## config.mk

```make
export PLATFORM = sky130hd
export DESIGN_NAME = key_value_line_parser_core
export DESIGN_NICKNAME = d
export VERILOG_FILES = /design/src/kvlp_pkg.sv /design/src/kvlp_in_stage.sv /design/src/kvlp_parse.sv /design/src/kvlp_out_stage.sv /design/src/key_value_line_parser_core.sv
export SDC_FILE = /design/constraint.sdc
export NUM_CORES = 1
export LEC_CHECK = 0
export ABC_AREA = 1
export BUFFER_PORTS_ARGS = -buffer_cell sky130_fd_sc_hd__buf_2
export CAP_MARGIN = 20
export CORE_MARGIN = 3
export CORE_UTILIZATION = 60
export DETAILED_ROUTE_END_ITERATION = 8
export PLACE_DENSITY = 0.83
export SYNTH_ARGS = -nofsm -noshare
export SYNTH_HDL_FRONTEND = slang
export SYNTH_SLANG_ARGS = --single-unit
```

## constraint.sdc

```tcl
create_clock -name i_clk -period 6.8 [get_ports i_clk]
set_clock_uncertainty 0.05 [all_clocks]
set_input_delay 1.36 -clock i_clk [delete_from_list [all_inputs] [get_ports i_clk]]
set_output_delay 1.36 -clock i_clk [all_outputs]
set_load 0.05 [all_outputs]
```

## src/kvlp_pkg.sv

```systemverilog
package kvlp_pkg;

    // Token stages of the line scanner.
    typedef enum logic [2:0] {
        ST_GAP      = 3'd0,
        ST_KEY1     = 3'd1,
        ST_KEYN     = 3'd2,
        ST_NUMSTART = 3'd3,
        ST_DIGITS   = 3'd4,
        ST_NUMDONE  = 3'd5,
        ST_DEAD     = 3'd6
    } t_stage;

    // One byte of a line as it moves from the input register to the parser.
    typedef struct packed {
        logic [7:0] char_code;
        logic       end_of_line;
    } t_byte;

    // One result: the stored values and the page code.
    typedef struct packed {
        logic signed [31:0] field_c;
        logic signed [31:0] field_v;
        logic signed [31:0] field_i;
        logic signed [31:0] field_u;
        logic [3:0]         page_code;
    } t_result;

    // Character codes.
    localparam logic [7:0] CH_NUL   = 8'h00;
    localparam logic [7:0] CH_TAB   = 8'h09;
    localparam logic [7:0] CH_CR    = 8'h0D;
    localparam logic [7:0] CH_SPACE = 8'h20;
    localparam logic [7:0] CH_PLUS  = 8'h2B;
    localparam logic [7:0] CH_MINUS = 8'h2D;
    localparam logic [7:0] CH_ZERO  = 8'h30;
    localparam logic [7:0] CH_NINE  = 8'h39;
    localparam logic [7:0] CH_EQ    = 8'h3D;
    localparam logic [7:0] CH_UP_I  = 8'h49;
    localparam logic [7:0] CH_UP_P  = 8'h50;
    localparam logic [7:0] CH_UP_R  = 8'h52;
    localparam logic [7:0] CH_UP_S  = 8'h53;
    localparam logic [7:0] CH_UP_U  = 8'h55;
    localparam logic [7:0] CH_LO_C  = 8'h63;
    localparam logic [7:0] CH_LO_O  = 8'h6F;
    localparam logic [7:0] CH_LO_S  = 8'h73;
    localparam logic [7:0] CH_LO_T  = 8'h74;
    localparam logic [7:0] CH_LO_V  = 8'h76;

    // Page codes.
    localparam logic [3:0] PAGE_NONE = 4'd0;
    localparam logic [3:0] PAGE_POS  = 4'd9;
    localparam logic [3:0] PAGE_T    = 4'd10;
    localparam logic [3:0] PAGE_RS   = 4'd12;

    // Number limits.
    localparam logic [31:0] MAG_LIMIT = 32'h8000_0000;
    localparam logic [31:0] POS_MAX   = 32'h7FFF_FFFF;

    // Expected byte of the "Pos" prefix at a given line position.
    function automatic logic [7:0] prefix_char(input logic [1:0] pos);
        logic [7:0] c;
        case (pos)
            2'd0:    c = CH_UP_P;
            2'd1:    c = CH_LO_O;
            2'd2:    c = CH_LO_S;
            default: c = CH_NUL;
        endcase
        return c;
    endfunction

endpackage

```

## src/kvlp_in_stage.sv

```systemverilog
module kvlp_in_stage (
    input  logic                i_clk,
    input  logic                i_rst_n,
    input  logic                i_valid,
    output logic                o_ready,
    input  logic [7:0]          i_char_code,
    input  logic                i_end_of_line,
    output logic                o_valid,
    output kvlp_pkg::t_byte     o_byte,
    input  logic                i_take
);

    logic            r_valid;
    kvlp_pkg::t_byte r_byte;

    // The register can load whenever it is empty or its byte leaves this cycle.
    assign o_ready = !r_valid || i_take;
    assign o_valid = r_valid;
    assign o_byte  = r_byte;

    // Valid flag.
    always_ff @(posedge i_clk) begin
        if (!i_rst_n) begin
            r_valid <= 1'b0;
        end else if (o_ready) begin
            r_valid <= i_valid;
        end
    end

    // Byte payload.
    always_ff @(posedge i_clk) begin
        if (o_ready && i_valid) begin
            r_byte.char_code   <= i_char_code;
            r_byte.end_of_line <= i_end_of_line;
        end
    end

endmodule

```

## src/kvlp_parse.sv

```systemverilog
module kvlp_parse (
    input  logic                i_clk,
    input  logic                i_rst_n,
    input  logic                i_valid,
    input  kvlp_pkg::t_byte     i_byte,
    input  logic                i_out_free,
    output logic                o_take,
    output logic                o_res_valid,
    output kvlp_pkg::t_result   o_res
);

    // Line state.
    logic [1:0]       r_pos,    n_pos;
    logic             r_pmatch, n_pmatch;
    kvlp_pkg::t_stage r_stage,  n_stage;
    logic [7:0]       r_key1,   n_key1;
    logic [7:0]       r_key2,   n_key2;
    logic             r_neg,    n_neg;
    logic [31:0]      r_acc,    n_acc;

    // Stored values and page code.
    logic [31:0] r_val_c, n_val_c;
    logic [31:0] r_val_v, n_val_v;
    logic [31:0] r_val_i, n_val_i;
    logic [31:0] r_val_u, n_val_u;
    logic [3:0]  r_page,  n_page;

    logic [7:0]       ch;
    logic             eol;
    logic             digit;
    logic             sep;
    logic             hit;
    logic [35:0]      acc_ext;
    logic [35:0]      acc_sum;
    logic [31:0]      acc_dig;
    logic             do_commit;
    logic             commit_guard;
    kvlp_pkg::t_stage commit_stage;
    logic [31:0]      commit_val;

    assign ch  = i_byte.char_code;
    assign eol = i_byte.end_of_line;

    // A byte that ends a line needs a free result slot; others always go.
    assign o_take      = i_valid && (!eol || i_out_free);
    assign o_res_valid = o_take && eol;

    assign digit = (ch >= kvlp_pkg::CH_ZERO) && (ch <= kvlp_pkg::CH_NINE);
    assign sep   = (ch == kvlp_pkg::CH_SPACE) || (ch == kvlp_pkg::CH_NUL);

    // Accumulator times ten plus the new digit, saturated at the magnitude limit.
    assign acc_ext = {4'd0, r_acc};
    assign acc_sum = (acc_ext << 3) + (acc_ext << 1) + {32'd0, ch[3:0]};
    assign acc_dig = (acc_sum > {4'd0, kvlp_pkg::MAG_LIMIT}) ? kvlp_pkg::MAG_LIMIT
                                                             : acc_sum[31:0];

    always_comb begin
        n_pos    = r_pos;
        n_pmatch = r_pmatch;
        n_stage  = r_stage;
        n_key1   = r_key1;
        n_key2   = r_key2;
        n_neg    = r_neg;
        n_acc    = r_acc;
        n_val_c  = r_val_c;
        n_val_v  = r_val_v;
        n_val_i  = r_val_i;
        n_val_u  = r_val_u;
        n_page   = r_page;
        hit      = 1'b0;

        // Token scanner for this byte.
        if (r_stage != kvlp_pkg::ST_DEAD) begin
            if (ch == kvlp_pkg::CH_NUL) begin
                n_stage = kvlp_pkg::ST_DEAD;
            end else if (ch == kvlp_pkg::CH_SPACE) begin
                n_stage = kvlp_pkg::ST_GAP;
            end else begin
                case (r_stage)
                    kvlp_pkg::ST_GAP: begin
                        n_key1 = 8'd0;
                        n_key2 = 8'd0;
                        n_neg  = 1'b0;
                        n_acc  = 32'd0;
                        if (ch == kvlp_pkg::CH_EQ) begin
                            n_stage = kvlp_pkg::ST_NUMSTART;
                        end else begin
                            n_key1  = ch;
                            n_stage = kvlp_pkg::ST_KEY1;
                        end
                    end
                    kvlp_pkg::ST_KEY1: begin
                        if (ch == kvlp_pkg::CH_EQ) begin
                            n_stage = kvlp_pkg::ST_NUMSTART;
                        end else begin
                            n_key2  = ch;
                            n_stage = kvlp_pkg::ST_KEYN;
                        end
                    end
                    kvlp_pkg::ST_KEYN: begin
                        if (ch == kvlp_pkg::CH_EQ) begin
                            n_stage = kvlp_pkg::ST_NUMSTART;
                        end
                    end
                    kvlp_pkg::ST_NUMSTART: begin
                        if ((ch >= kvlp_pkg::CH_TAB) && (ch <= kvlp_pkg::CH_CR)) begin
                            n_stage = kvlp_pkg::ST_NUMSTART;
                        end else if (ch == kvlp_pkg::CH_PLUS) begin
                            n_stage = kvlp_pkg::ST_DIGITS;
                        end else if (ch == kvlp_pkg::CH_MINUS) begin
                            n_neg   = 1'b1;
                            n_stage = kvlp_pkg::ST_DIGITS;
                        end else if (digit) begin
                            n_acc   = acc_dig;
                            n_stage = kvlp_pkg::ST_DIGITS;
                        end else begin
                            n_stage = kvlp_pkg::ST_NUMDONE;
                        end
                    end
                    kvlp_pkg::ST_DIGITS: begin
                        if (digit) begin
                            n_acc = acc_dig;
                        end else begin
                            n_stage = kvlp_pkg::ST_NUMDONE;
                        end
                    end
                    default: begin
                        n_stage = r_stage;
                    end
                endcase
            end
        end

        // Prefix tracking over the first three bytes.
        if (r_pos != 2'd3) begin
            hit      = (ch == kvlp_pkg::prefix_char(r_pos));
            n_pmatch = (r_pos == 2'd0) ? hit : (r_pmatch && hit);
            n_pos    = r_pos + 2'd1;
        end

        // A token commits at a separator (state before the prefix update) or
        // at the end of the line (state after it). Only one can happen per byte.
        if (sep && (r_stage != kvlp_pkg::ST_DEAD)) begin
            do_commit    = 1'b1;
            commit_stage = r_stage;
            commit_guard = (r_pos == 2'd3) && r_pmatch;
        end else begin
            do_commit    = eol;
            commit_stage = n_stage;
            commit_guard = (n_pos == 2'd3) && n_pmatch;
        end

        if (n_neg) begin
            commit_val = 32'd0 - n_acc;
        end else begin
            commit_val = (n_acc > kvlp_pkg::POS_MAX) ? kvlp_pkg::POS_MAX : n_acc;
        end

        if (do_commit && !commit_guard && (commit_stage >= kvlp_pkg::ST_NUMSTART)
                && (commit_stage <= kvlp_pkg::ST_NUMDONE)) begin
            case (n_key1)
                kvlp_pkg::CH_LO_C: n_val_c = commit_val;
                kvlp_pkg::CH_LO_V: n_val_v = commit_val;
                kvlp_pkg::CH_UP_I: n_val_i = commit_val;
                kvlp_pkg::CH_UP_U: n_val_u = commit_val;
                kvlp_pkg::CH_LO_T: n_page  = kvlp_pkg::PAGE_T;
                kvlp_pkg::CH_UP_R: begin
                    if (n_key2 == kvlp_pkg::CH_UP_S) begin
                        n_page = kvlp_pkg::PAGE_RS;
                    end
                end
                default: n_page = n_page;
            endcase
        end

        // The third matching byte of a "Pos" line selects its page.
        if ((r_pos == 2'd2) && n_pmatch) begin
            n_page = kvlp_pkg::PAGE_POS;
        end

        // Result carries the values after the final commit.
        o_res.field_c   = n_val_c;
        o_res.field_v   = n_val_v;
        o_res.field_i   = n_val_i;
        o_res.field_u   = n_val_u;
        o_res.page_code = n_page;

        // The line state starts over after the last byte.
        if (eol) begin
            n_pos    = 2'd0;
            n_pmatch = 1'b0;
            n_stage  = kvlp_pkg::ST_GAP;
            n_key1   = 8'd0;
            n_key2   = 8'd0;
            n_neg    = 1'b0;
            n_acc    = 32'd0;
        end
    end

    // State registers, updated once per byte transfer.
    always_ff @(posedge i_clk) begin
        if (!i_rst_n) begin
            r_pos    <= 2'd0;
            r_pmatch <= 1'b0;
            r_stage  <= kvlp_pkg::ST_GAP;
            r_key1   <= 8'd0;
            r_key2   <= 8'd0;
            r_neg    <= 1'b0;
            r_acc    <= 32'd0;
            r_val_c  <= 32'd0;
            r_val_v  <= 32'd0;
            r_val_i  <= 32'd0;
            r_val_u  <= 32'd0;
            r_page   <= kvlp_pkg::PAGE_NONE;
        end else if (o_take) begin
            r_pos    <= n_pos;
            r_pmatch <= n_pmatch;
            r_stage  <= n_stage;
            r_key1   <= n_key1;
            r_key2   <= n_key2;
            r_neg    <= n_neg;
            r_acc    <= n_acc;
            r_val_c  <= n_val_c;
            r_val_v  <= n_val_v;
            r_val_i  <= n_val_i;
            r_val_u  <= n_val_u;
            r_page   <= n_page;
        end
    end

endmodule

```

## src/kvlp_out_stage.sv

```systemverilog
module kvlp_out_stage (
    input  logic                i_clk,
    input  logic                i_rst_n,
    input  logic                i_load,
    input  kvlp_pkg::t_result   i_res,
    output logic                o_free,
    output logic                o_valid,
    input  logic                i_ready,
    output kvlp_pkg::t_result   o_res
);

    logic              r_valid;
    kvlp_pkg::t_result r_res;

    // The slot can take a new result when empty or when its result leaves now.
    assign o_free  = !r_valid || i_ready;
    assign o_valid = r_valid;
    assign o_res   = r_res;

    // Valid flag.
    always_ff @(posedge i_clk) begin
        if (!i_rst_n) begin
            r_valid <= 1'b0;
        end else if (o_free) begin
            r_valid <= i_load;
        end
    end

    // Result payload.
    always_ff @(posedge i_clk) begin
        if (i_load) begin
            r_res <= i_res;
        end
    end

endmodule

```

## src/key_value_line_parser_core.sv

```systemverilog
// Result path: the last byte of a line passes the input register, then the result register;
// it waits in the input register only while the result slot is full.
// Throughput: one byte per cycle unless a line's last byte waits on a full result slot;
// the per-byte token and accumulator update is combinational between the two registers.
// Reset: i_rst_n is synchronous and active low; it clears the line state, the four stored
// values, the page code and both valid flags.
module key_value_line_parser_core (
    input  logic               i_clk,
    input  logic               i_rst_n,
    input  logic               i_in_valid,
    output logic               o_in_ready,
    input  logic [7:0]         i_char_code,
    input  logic               i_end_of_line,
    output logic               o_out_valid,
    input  logic               i_out_ready,
    output logic signed [31:0] o_field_c,
    output logic signed [31:0] o_field_v,
    output logic signed [31:0] o_field_i,
    output logic signed [31:0] o_field_u,
    output logic [3:0]         o_page_code
);

    logic              byte_valid;
    kvlp_pkg::t_byte   byte_data;
    logic              take;
    logic              out_free;
    logic              res_valid;
    kvlp_pkg::t_result res_data;
    kvlp_pkg::t_result out_data;

    // Input register.
    kvlp_in_stage u_in (
        .i_clk         (i_clk),
        .i_rst_n       (i_rst_n),
        .i_valid       (i_in_valid),
        .o_ready       (o_in_ready),
        .i_char_code   (i_char_code),
        .i_end_of_line (i_end_of_line),
        .o_valid       (byte_valid),
        .o_byte        (byte_data),
        .i_take        (take)
    );

    // Parser state and value storage.
    kvlp_parse u_parse (
        .i_clk       (i_clk),
        .i_rst_n     (i_rst_n),
        .i_valid     (byte_valid),
        .i_byte      (byte_data),
        .i_out_free  (out_free),
        .o_take      (take),
        .o_res_valid (res_valid),
        .o_res       (res_data)
    );

    // Result register.
    kvlp_out_stage u_out (
        .i_clk   (i_clk),
        .i_rst_n (i_rst_n),
        .i_load  (res_valid),
        .i_res   (res_data),
        .o_free  (out_free),
        .o_valid (o_out_valid),
        .i_ready (i_out_ready),
        .o_res   (out_data)
    );

    assign o_field_c   = out_data.field_c;
    assign o_field_v   = out_data.field_v;
    assign o_field_i   = out_data.field_i;
    assign o_field_u   = out_data.field_u;
    assign o_page_code = out_data.page_code;

endmodule

```

==> Word level (Yosys, flattened, before mapping) <==
Index checks and enable logic that the tools add are counted.
{ "totals": {"reg_bits": 330, "latchBits": 0, "mem_bits_rw": 0, "rom_bits": 0, "input_bits": 13, "out_inout_bits": 134, "word_cells": 146, "n_memories": 0} }
{ "op_classes": {"add_sub_neg": 4, "multipliers": 0, "div_mod_pow": 0, "n_lt_le_gt_ge": 8, "eq_ne": 22, "shift": 0, "muxes": 67, "bitwise": 0, "reduce_logical": 24} }
{ "ops": {"columns": ["operator", "n"], "rows": [
  ["32-bit two-way mux", 19],
  ["8-bit two-way mux", 12],
  ["32-bit case mux with 3 select lines", 1],
  ["8-bit by 7-bit == test with 1-bit output (second input constant)", 7],
  ["35-bit by 33-bit adder with 36-bit output", 1],
  ["36-bit by 4-bit adder with 36-bit output", 1],
  ["36-bit by 32-bit > comparator with 1-bit output (second input constant)", 1],
  ["8-bit by 6-bit == test with 1-bit output (second input constant)", 4],
  ["32-bit by 31-bit > comparator with 1-bit output (second input constant)", 1],
  ["1-bit by 32-bit subtractor with 32-bit output (first input constant)", 1],
  ["3-bit two-way mux", 10],
  ["7-bit case mux with 3 select lines", 1],
  ["8-bit case mux with 2 select lines", 1],
  ["3-bit case mux with 5 select lines", 1],
  ["1-bit two-way mux", 14],
  ["1-bit logical AND", 13],
  ["4-bit two-way mux", 3],
  ["8-bit == test", 1],
  ["8-bit by 4-bit >= comparator with 1-bit output (second input constant)", 1],
  ["8-bit by 6-bit >= comparator with 1-bit output (second input constant)", 1],
  ["8-bit by 4-bit <= comparator with 1-bit output (second input constant)", 1],
  ["8-bit by 6-bit <= comparator with 1-bit output (second input constant)", 1],
  ["8-bit logical NOT", 1],
  ["4-bit case mux with 2 select lines", 1],
  ["16 further kinds", 27]
]} }

==> Longest topological paths before layout <==
Gate-level depths: netlist of run 1.
{ "depth": {"ltp_word": 17, "ltp_mapped": 37, "mapped_depth_nobuf": 36} }

==> Hierarchy <==
Synthesis of run 1 repeated with hierarchy kept, for this count alone.
{ "unflattened": {"hier_cells": 2850, "hier_area_um2": 20284.5} }
{ "by_module_without_submodules": {"columns": ["module", "instances", "cells_per_inst", "area_per_inst_um2", "seq_area_each_um2"], "rows": [
  ["kvlp_parse", 1, 2696, 15952.8, 3743.6],
  ["kvlp_out_stage", 1, 138, 4010.1, 3983.8],
  ["kvlp_in_stage", 1, 16, 321.6, 290.3]
]} }

==> Worst setup path before layout of run 1 <==
No wires, ideal clock.
{ "synth_timing": {"kind": "input to register", "start": "in i_out_ready", "end": "reg u_out.r_res (netlist bit u_out.o_res[0]), enable pin", "setup_time_ns": 0.485, "arrival_time_ns": 4.518, "t_required_ns": 6.265, "slack_ns": 1.746, "cell_stages": 7, "n_path_buf": 1, "cell_sequence": "inv_1 -> nand3_1 -> nand2_1 -> clkinv_1 -> buf_2 -> nand2_1 -> inv_1"} }
{ "synth_between": {"elab_chain_cells": 4} }
{ "synth_lines": {"columns": ["element", "line_no", "rtl"], "rows": [
  ["from (decl)", "key_value_line_parser_core.sv:15", "input logic i_out_ready,"],
  ["1-bit logical OR", "kvlp_out_stage.sv:16", "assign o_free = !r_valid || i_ready;"],
  ["1-bit logical OR", "kvlp_parse.sv:45", "assign o_take = i_valid && (!eol || i_out_free);"],
  ["1-bit logical AND", "kvlp_parse.sv:45", null],
  ["1-bit logical AND", "kvlp_parse.sv:46", "assign o_res_valid = o_take && eol;"],
  ["named net res_valid", "key_value_line_parser_core.sv:27", "logic res_valid;"],
  ["to (signal assigned)", "kvlp_out_stage.sv:32", "r_res <= i_res;"],
  ["to (decl)", "kvlp_out_stage.sv:13", "kvlp_pkg::t_result r_res;"]
]} }
The timed path passes the listed nets, and every way through them passes these cells.
A chain may end at the register's enable or synchronous reset.

==> results.sh, run 1 <==
export IMPL_status="finished, final reports clean"
export IMPL_power_density_mw_per_mm2=217
export IMPL_synthMuxAreaShare_pct=0.0497
export IMPL_drv_cap=0
export IMPL_start_util_pct=61.5
export IMPL_yosysUniqueCellTypes=52
export IMPL_postRouteAntennaNets=0
export IMPL_hold_buffers=0
export IMPL_grt_pass1_vias=18243
export IMPL_core_mm2=0.0328
export IMPL_hold_class="flop to flop"
export IMPL_setup_tns_ns=0
export IMPL_critPathArrivalTime_ns=6.22
export IMPL_crit_path_top_delay_cell="o21ai_0"
export IMPL_critPathLaunchType="flop"
export IMPL_clock_sinks=330
export IMPL_synthSimpleGateAreaFrac_pct=30.1
export IMPL_period_needed_ns=6.01
export IMPL_period_share_pct=88.4
export IMPL_ios=147
export IMPL_worstMarginPinSlew_ns=1.06
export IMPL_worstPathMaxFanout=31
export IMPL_finalHoldViolCount=0
export IMPL_io_buffers=146
export IMPL_cts_buffer_depth=3
export IMPL_avgSynthCellArea_um2=7.04
export IMPL_synth_async_reset_ratio_pct=0
export IMPL_grt_pass1_wl_um=97600
export IMPL_dieArea_mm2=0.0358
export IMPL_synth_seq_cells=330
export IMPL_clk_latency_ns=0.54
export IMPL_slew_headroom_pct=29.6
export IMPL_die_width_um=189
export IMPL_antenna_found_initial=3
export IMPL_synth_edf_count=141
export IMPL_layout_drive_gt1_share_pct=15.0
export IMPL_hold_worst_slack_ns=0.410
export IMPL_overflow=0
export IMPL_synthAdderAreaFrac_pct=4.48
export IMPL_area_growth_pct=10.1
export IMPL_post_cts_buffers=0
export IMPL_cts_root_buf="clkbuf_16"
export IMPL_drc=0
export IMPL_clk_pin_slew_worst_paths_ns=0.06
export IMPL_final_max_slew_viol_count=0
export IMPL_crit_path_end_kind="flop"
export IMPL_dr_pass1_iters=6
export IMPL_drt_initial_drc_count=2452
export IMPL_cts_tree="built"
export IMPL_dp_hpwl_um=46200
export IMPL_cts_buffers=35
export IMPL_fmax_mhz=166
export IMPL_synth_top_family_by_area="simple AND/OR/NAND/NOR gates"
export IMPL_setup_slack_ns=0.786
export IMPL_grt_start_max_net_pins=112
export IMPL_grtUsageTotal_pct=34.1
export IMPL_synth_compound_area_share_pct=14.1
export IMPL_setup_violations=0
export IMPL_crit_type="flop to flop"
export IMPL_wl_um=62600
export IMPL_layout_nets=3028
export IMPL_num_vias=19528
export IMPL_syn_inst=2863
export IMPL_crit_required_ns=7.00
export IMPL_p_leak_nw=11.2
export IMPL_seq_area_frac_synth_pct=39.8
export IMPL_synth_xor_area_share_pct=0.987
export IMPL_crit_top_cell="nand2_1"
export IMPL_netlist_area_mm2=0.0202
export IMPL_synth_main_ff_cell="dfxtp_1"
export IMPL_routedWlPerCell_um=18.3
export IMPL_synth_nets=2947
export IMPL_max_stage_delay_ns=0.70
export IMPL_place_ws_ns=0.953
export IMPL_htree_levels=2
export IMPL_cts_resized=0
export IMPL_gp_congestion=1.02
export IMPL_rsz0062_at_grt="false"
export IMPL_rows=66
export IMPL_viasPerCell=5.72
export IMPL_synth_warnings=0
export IMPL_max_vdd_ir_drop_mv=0.219
export IMPL_die_h_um=189
flip-flops by register name, indices dropped and copies added (netlist names), 2 cells and up:
signal	flops
u_in.o_byte	9
u_out.o_res	132
u_parse.r_acc	32
u_parse.r_key1	8
u_parse.r_key2	8
u_parse.r_page	4
u_parse.r_pos	2
u_parse.r_stage	3
u_parse.r_val_c	32
u_parse.r_val_i	32
u_parse.r_val_u	32
u_parse.r_val_v	32
layer usage:
metal / GRT usage, % / wire [um]
met1: 48.5 / 27000
met2: 53.7 / 27800
met3: 5.85 / 6030
met4: 9.92 / 1680
met5: 0 / 13
critical path: cells and delay by family (launching register included):
family	cells	cell delay [ns]
DFF	1	0.40
buffers and inverters	5	0.50
and+or+nand+nor	17	2.29
AOI/OAI and AO/OA	4	1.34
adders and majority gates	3	1.16
cell usage in the layout (no fill, tap or decap), types with 5 or more instances in the layout:
cell type    n
a21oi_1    223
a21oi_2      8
a31oi_1      7
buf_2      145
buf_4       21
clkbuf_1     8
clkbuf_16   36
clkinv_1     5
clkinv_2     5
dfxtp_1    189
edfxtp_1   141
ha_1        69
inv_1      389
inv_2       12
nand2_1    789
nand2_2     33
nand3_1    182
nand3_2      9
nand3b_1     5
nand4_1     14
nor2_1     144
nor2_2      18
nor2_4      10
nor3_1      20
o21ai_0    255
o21ai_1     28
or2_1        6
or2_2      126
xor2_1      15
cells by family after synthesis:
group | count (synthesis)
and+or+nand+nor | 1371
AOI/OAI and AO/OA | 543
buffers and inverters | 526
DFF | 330
adders and majority gates | 71
xor gates and xnor gates | 21
muxes | 1
power breakdown:
| group | switching [mW] | internal, mW | total (mW) | leakage [nW] |
|---|---|---|---|---|
| combinational | 0.519 | 0.196 | 0.716 | 7.82 |
| sequential | 0.0485 | 2.16 | 2.21 | 2.84 |
| clock | 0.803 | 1.09 | 1.89 | 0.557 |
| total | 1.37 | 3.45 | 4.82 | 11.2 |
path summary, 6_finish.rpt:
kind / startpoint / to / slack, ns / cells past startpoint
hold reg to reg: u_parse.r_key2[7] / u_parse.r_key2[7] / 0.41 / 2
setup / recovery: u_in.o_byte[4] / u_out.o_res[6] / 0.79 / 29
setup reg to reg: u_in.o_byte[4] / u_out.o_res[6] / 0.79 / 29
hold / removal: u_parse.r_key2[7] / u_parse.r_key2[7] / 0.41 / 2
cell usage after synthesis, types with 3 or more instances:
master	instances	area (um2)
o21a_1	4	30.0
buf_4	9	67.6
xnor2_1	4	35.0
nand3_1	182	911
nor2_2	18	113
inv_1	390	1460
or2_1	6	37.5
edfxtp_1	141	4230
buf_2	19	95.1
a221oi_1	3	26.3
nor2_4	6	67.6
a21oi_2	8	70.1
ha_1	69	863
nand3b_1	5	37.5
inv_2	12	45.0
or2_2	126	788
nand4_1	14	87.6
o21ai_1	28	140
a21oi_1	223	1120
nor4_1	4	25.0
nor2_1	148	556
or2_0	4	25.0
nor3_1	20	100
clkbuf_1	77	289
a31oi_1	7	43.8
nand3_2	9	90.1
o21ai_0	256	1280
nand2_1	791	2970
buf_6	5	56.3
dlygate4sd1_1	9	78.8
dfxtp_1	189	3780
o221ai_1	3	26.3
xor2_1	15	131
nand2_2	31	194
through the flow:
| step | power [mW] | cells | cell area [um2] | util (%) |
|---|---|---|---|---|
| after global routing | 4.98 | 3413 | 22200 | 67.7 |
| after CTS | 4.81 | 3413 | 22200 | 67.7 |
| after detailed placement | 2.95 | 3349 | 21000 | 64.2 |
| final | 4.82 | 3416 | 22200 | 67.7 |
| after global placement | 2.92 | 3349 | 21000 | 64.2 |
| after floorplan | 2.77 | 2863 | 20200 | - |
final cells by class:
class                   instances  area (um2)
diodes                          3        7.51
flip-flops and latches        330        8020
well taps                     442         553
multi-input cells            2007       10100
repair buffers                167         903
inverters                     403        1520
fillers                      2791       10600
clock buffers                  47         972
clock inverters                17         158
Power figures use the tool's default switching activity.
==> run 2, diff against run 1 <==
--- a/config.mk
+++ b/config.mk
@@ -9,9 +9,9 @@
 export BUFFER_PORTS_ARGS = -buffer_cell sky130_fd_sc_hd__buf_2
 export CAP_MARGIN = 20
 export CORE_MARGIN = 3
-export CORE_UTILIZATION = 60
+export CORE_UTILIZATION = 55
 export DETAILED_ROUTE_END_ITERATION = 8
-export PLACE_DENSITY = 0.83
+export PLACE_DENSITY = 0.78
 export SYNTH_ARGS = -nofsm -noshare
 export SYNTH_HDL_FRONTEND = slang
 export SYNTH_SLANG_ARGS = --single-unit
==> run 2 against run 1 <==
Via count shrank 1.2%. Sequential power is essentially flat. Sequential cell count is the same. Final area grew 0.28%. Power grew 1.3%. Final cell count grew 0.47%. Clock power grew 4%. Critical path depth shrank 3. First-iteration DRC count shrank 20%. Routed wire length shrank 2.0%. Non-clock buffer count shrank 1. Die area grew 8.8%. Critical path type unchanged. Critical endpoint is now u_parse.r_val_c[5]. Largest power group unchanged.
==> results.sh, run 2 (synthesized netlist as in run 1, its figures left out) <==
export IMPL_cp_depth=26
export IMPL_min_path_cells=2
export IMPL_dieArea_mm2=0.0390
export IMPL_antenna_found_initial=3
export IMPL_area_growth_pct=10.4
export IMPL_gp_congestion=0.964
export IMPL_die_width_um=197
export IMPL_layout_nets=3027
export IMPL_crit_buf_inv=2
export IMPL_power_frac_comb_pct=14.6
export IMPL_critPathLaunchType="flop"
export IMPL_rsz0062_at_grt="false"
export IMPL_die_h_um=197
export IMPL_grt_start_max_net_pins=100
export IMPL_overflow=0
export IMPL_max_vdd_ir_drop_mv=0.221
export IMPL_sequentialPowerShare_pct=45.2
export IMPL_crit_path_top_delay_cell="o21ai_1"
export IMPL_cts_resized=0
export IMPL_drt_initial_drc_count=1971
export IMPL_cts_tree="built"
export IMPL_p_leak_nw=11.2
export IMPL_viasPerCell=5.62
export IMPL_stdcell_count=3432
export IMPL_post_cts_buffers=0
export IMPL_power_density_mw_per_mm2=219
export IMPL_worstMarginPinSlew_ns=1.03
export IMPL_switchingPower_mw=1.35
export IMPL_grt_pass1_vias=17718
export IMPL_layout_common_cells="789 x nand2_1, 389 x inv_1, 255 x o21ai_0, 223 x a21oi_1, 189 x dfxtp_1"
export IMPL_max_stage_delay_ns=0.78
export IMPL_worstPathMaxFanout=31
export IMPL_grt_pass1_wl_um=94800
export IMPL_hold_class="flop to flop"
export IMPL_path_delay_family="simple AND/OR/NAND/NOR gates"
export IMPL_ios=147
export IMPL_setup_violations=0
export IMPL_clk_pin_slew_worst_paths_ns=0.06
export IMPL_critPathArrivalTime_ns=6.09
export IMPL_layout_drive_gt1_share_pct=15.0
export IMPL_start_util_pct=56.2
export IMPL_wl_um=61300
export IMPL_drc=0
export IMPL_hold_buffers=0
export IMPL_reg2reg_depth=26
export IMPL_finalHoldViolCount=0
export IMPL_cellInternalPower_mw=3.53
export IMPL_period_share_pct=83.9
export IMPL_fmax_mhz=175
export IMPL_cts_buffer_depth=3
export IMPL_num_vias=19293
export IMPL_clock_sinks=330
export IMPL_slew_headroom_pct=31.2
export IMPL_core_mm2=0.0358
export IMPL_final_common_cell="nand2_1"
export IMPL_status="finished, final reports clean"
export IMPL_clk_latency_ns=0.53
export IMPL_rows=69
export IMPL_postRouteAntennaNets=0
export IMPL_routedWlPerCell_um=17.9
export IMPL_crit_path_end_kind="flop"
export IMPL_dr_pass1_iters=6
export IMPL_dp_cells=3367
export IMPL_cts_root_buf="clkbuf_16"
export IMPL_crit_required_ns=7.19
export IMPL_largest_reg_flops=132
export IMPL_clockPowerShare_pct=40.2
export IMPL_grtUsageTotal_pct=30.5
export IMPL_setup_tns_ns=0
export IMPL_io_buffers=146
export IMPL_htree_levels=2
export IMPL_final_max_slew_viol_count=0
export IMPL_drv_cap=0
export IMPL_crit_top_cell="nand2_1"
export IMPL_period_needed_ns=5.70
export IMPL_cts_buffers=35
export IMPL_dp_hpwl_um=45300
export IMPL_p_sw_share_pct=27.6
export IMPL_crit_type="flop to flop"
## run 2: cell types whose count changed in the layout (fill, tap and decap cells not counted)
cell | before | now
inv_8 | 1 | 0
clkinv_4 | 0 | 2
inv_6 | 4 | 1
bufinv_16 | 2 | 3
clkbuf_1 | 8 | 9
buf_4 | 21 | 20
clkbuf_8 | 3 | 6
clkinv_8 | 1 | 0
diode_2 | 3 | 2
clkbuf_16 | 36 | 37
clkinv_1 | 5 | 1
## run 2: final cells by class
class	count	area [um2]
clock buffer	52	1040
fill	3162	13600
antenna	2	5.00
tap	461	577
inverter	403	1520
timing repair buffer	166	896
sequential	330	8020
multi-input combinational	2007	10100
clock inverter	11	136
## run 2: worst paths after layout
| kind | end | slack, ns | startpoint |
|---|---|---|---|
| max | u_parse.r_val_c[5] | 1.10 | u_in.o_byte[4] |
| min | u_parse.r_key2[6] | 0.41 | u_parse.r_key2[6] |
| max reg2reg | u_parse.r_val_c[5] | 1.10 | u_in.o_byte[4] |
| min reg2reg | u_parse.r_key2[6] | 0.41 | u_parse.r_key2[6] |
## run 2: power groups by stage
stage / logic [mW] / clock network, mW / registers (mW)
final: 0.714 / 1.96 / 2.21
after global routing: 0.784 / 2.04 / 2.21
after CTS: 0.702 / 1.97 / 2.20
after detailed placement: 0.698 / 0 / 2.24
after global placement: 0.683 / 0 / 2.24
after floorplan: 0.440 / 0 / 2.33
## run 2: worst reg2reg max path, cell delays in order, from the launching register on
cell	delay, ns
edfxtp_1	0.44
inv_1	0.26
fa_1	0.50
fa_1	0.50
inv_1	0.13
nand2_1	0.06
nand2_1	0.11
nand4_1	0.13
nand3_1	0.20
nand2_1	0.11
nand3_1	0.09
nand2_1	0.10
nor2_1	0.11
nand2_1	0.06
nor2_1	0.12
nand2_1	0.08
nand2_2	0.40
nand3_1	0.13
o21ai_1	0.10
nand2_1	0.08
a21oi_2	0.32
nor2_4	0.10
nand2_1	0.13
xor2_1	0.08
o21ai_1	0.78
o21ai_0	0.28
a21oi_1	0.21
## run 2: through the flow
stage | cell area (um2) | util, % | hold slack (ns) | setup slack (ns) | total power [mW]
after floorplan | 20200 | - | 0.391 | 1.75 | 2.77
after global placement | 21100 | 58.8 | 0.398 | 1.34 | 2.92
after detailed placement | 21100 | 58.8 | 0.405 | 1.21 | 2.94
after CTS | 22200 | 62.1 | 0.414 | 1.18 | 4.88
after global routing | 22200 | 62.1 | 0.432 | 0.545 | 5.04
final | 22200 | 62.1 | 0.412 | 1.10 | 4.88
## run 2: routing by layer
metal | share of wire [%] | vias up | routed length [um] | global-route usage [%]
met3 | 8.2 | 105 | 5000 | 4.35
met4 | 2.2 | 0 | 1350 | 7.44
met5 | 0 | - | 0 | 0
met2 | 45 | 805 | 27900 | 49.1
met1 | 44 | 9015 | 27100 | 43.8
li1 | - | 9368 | - | -
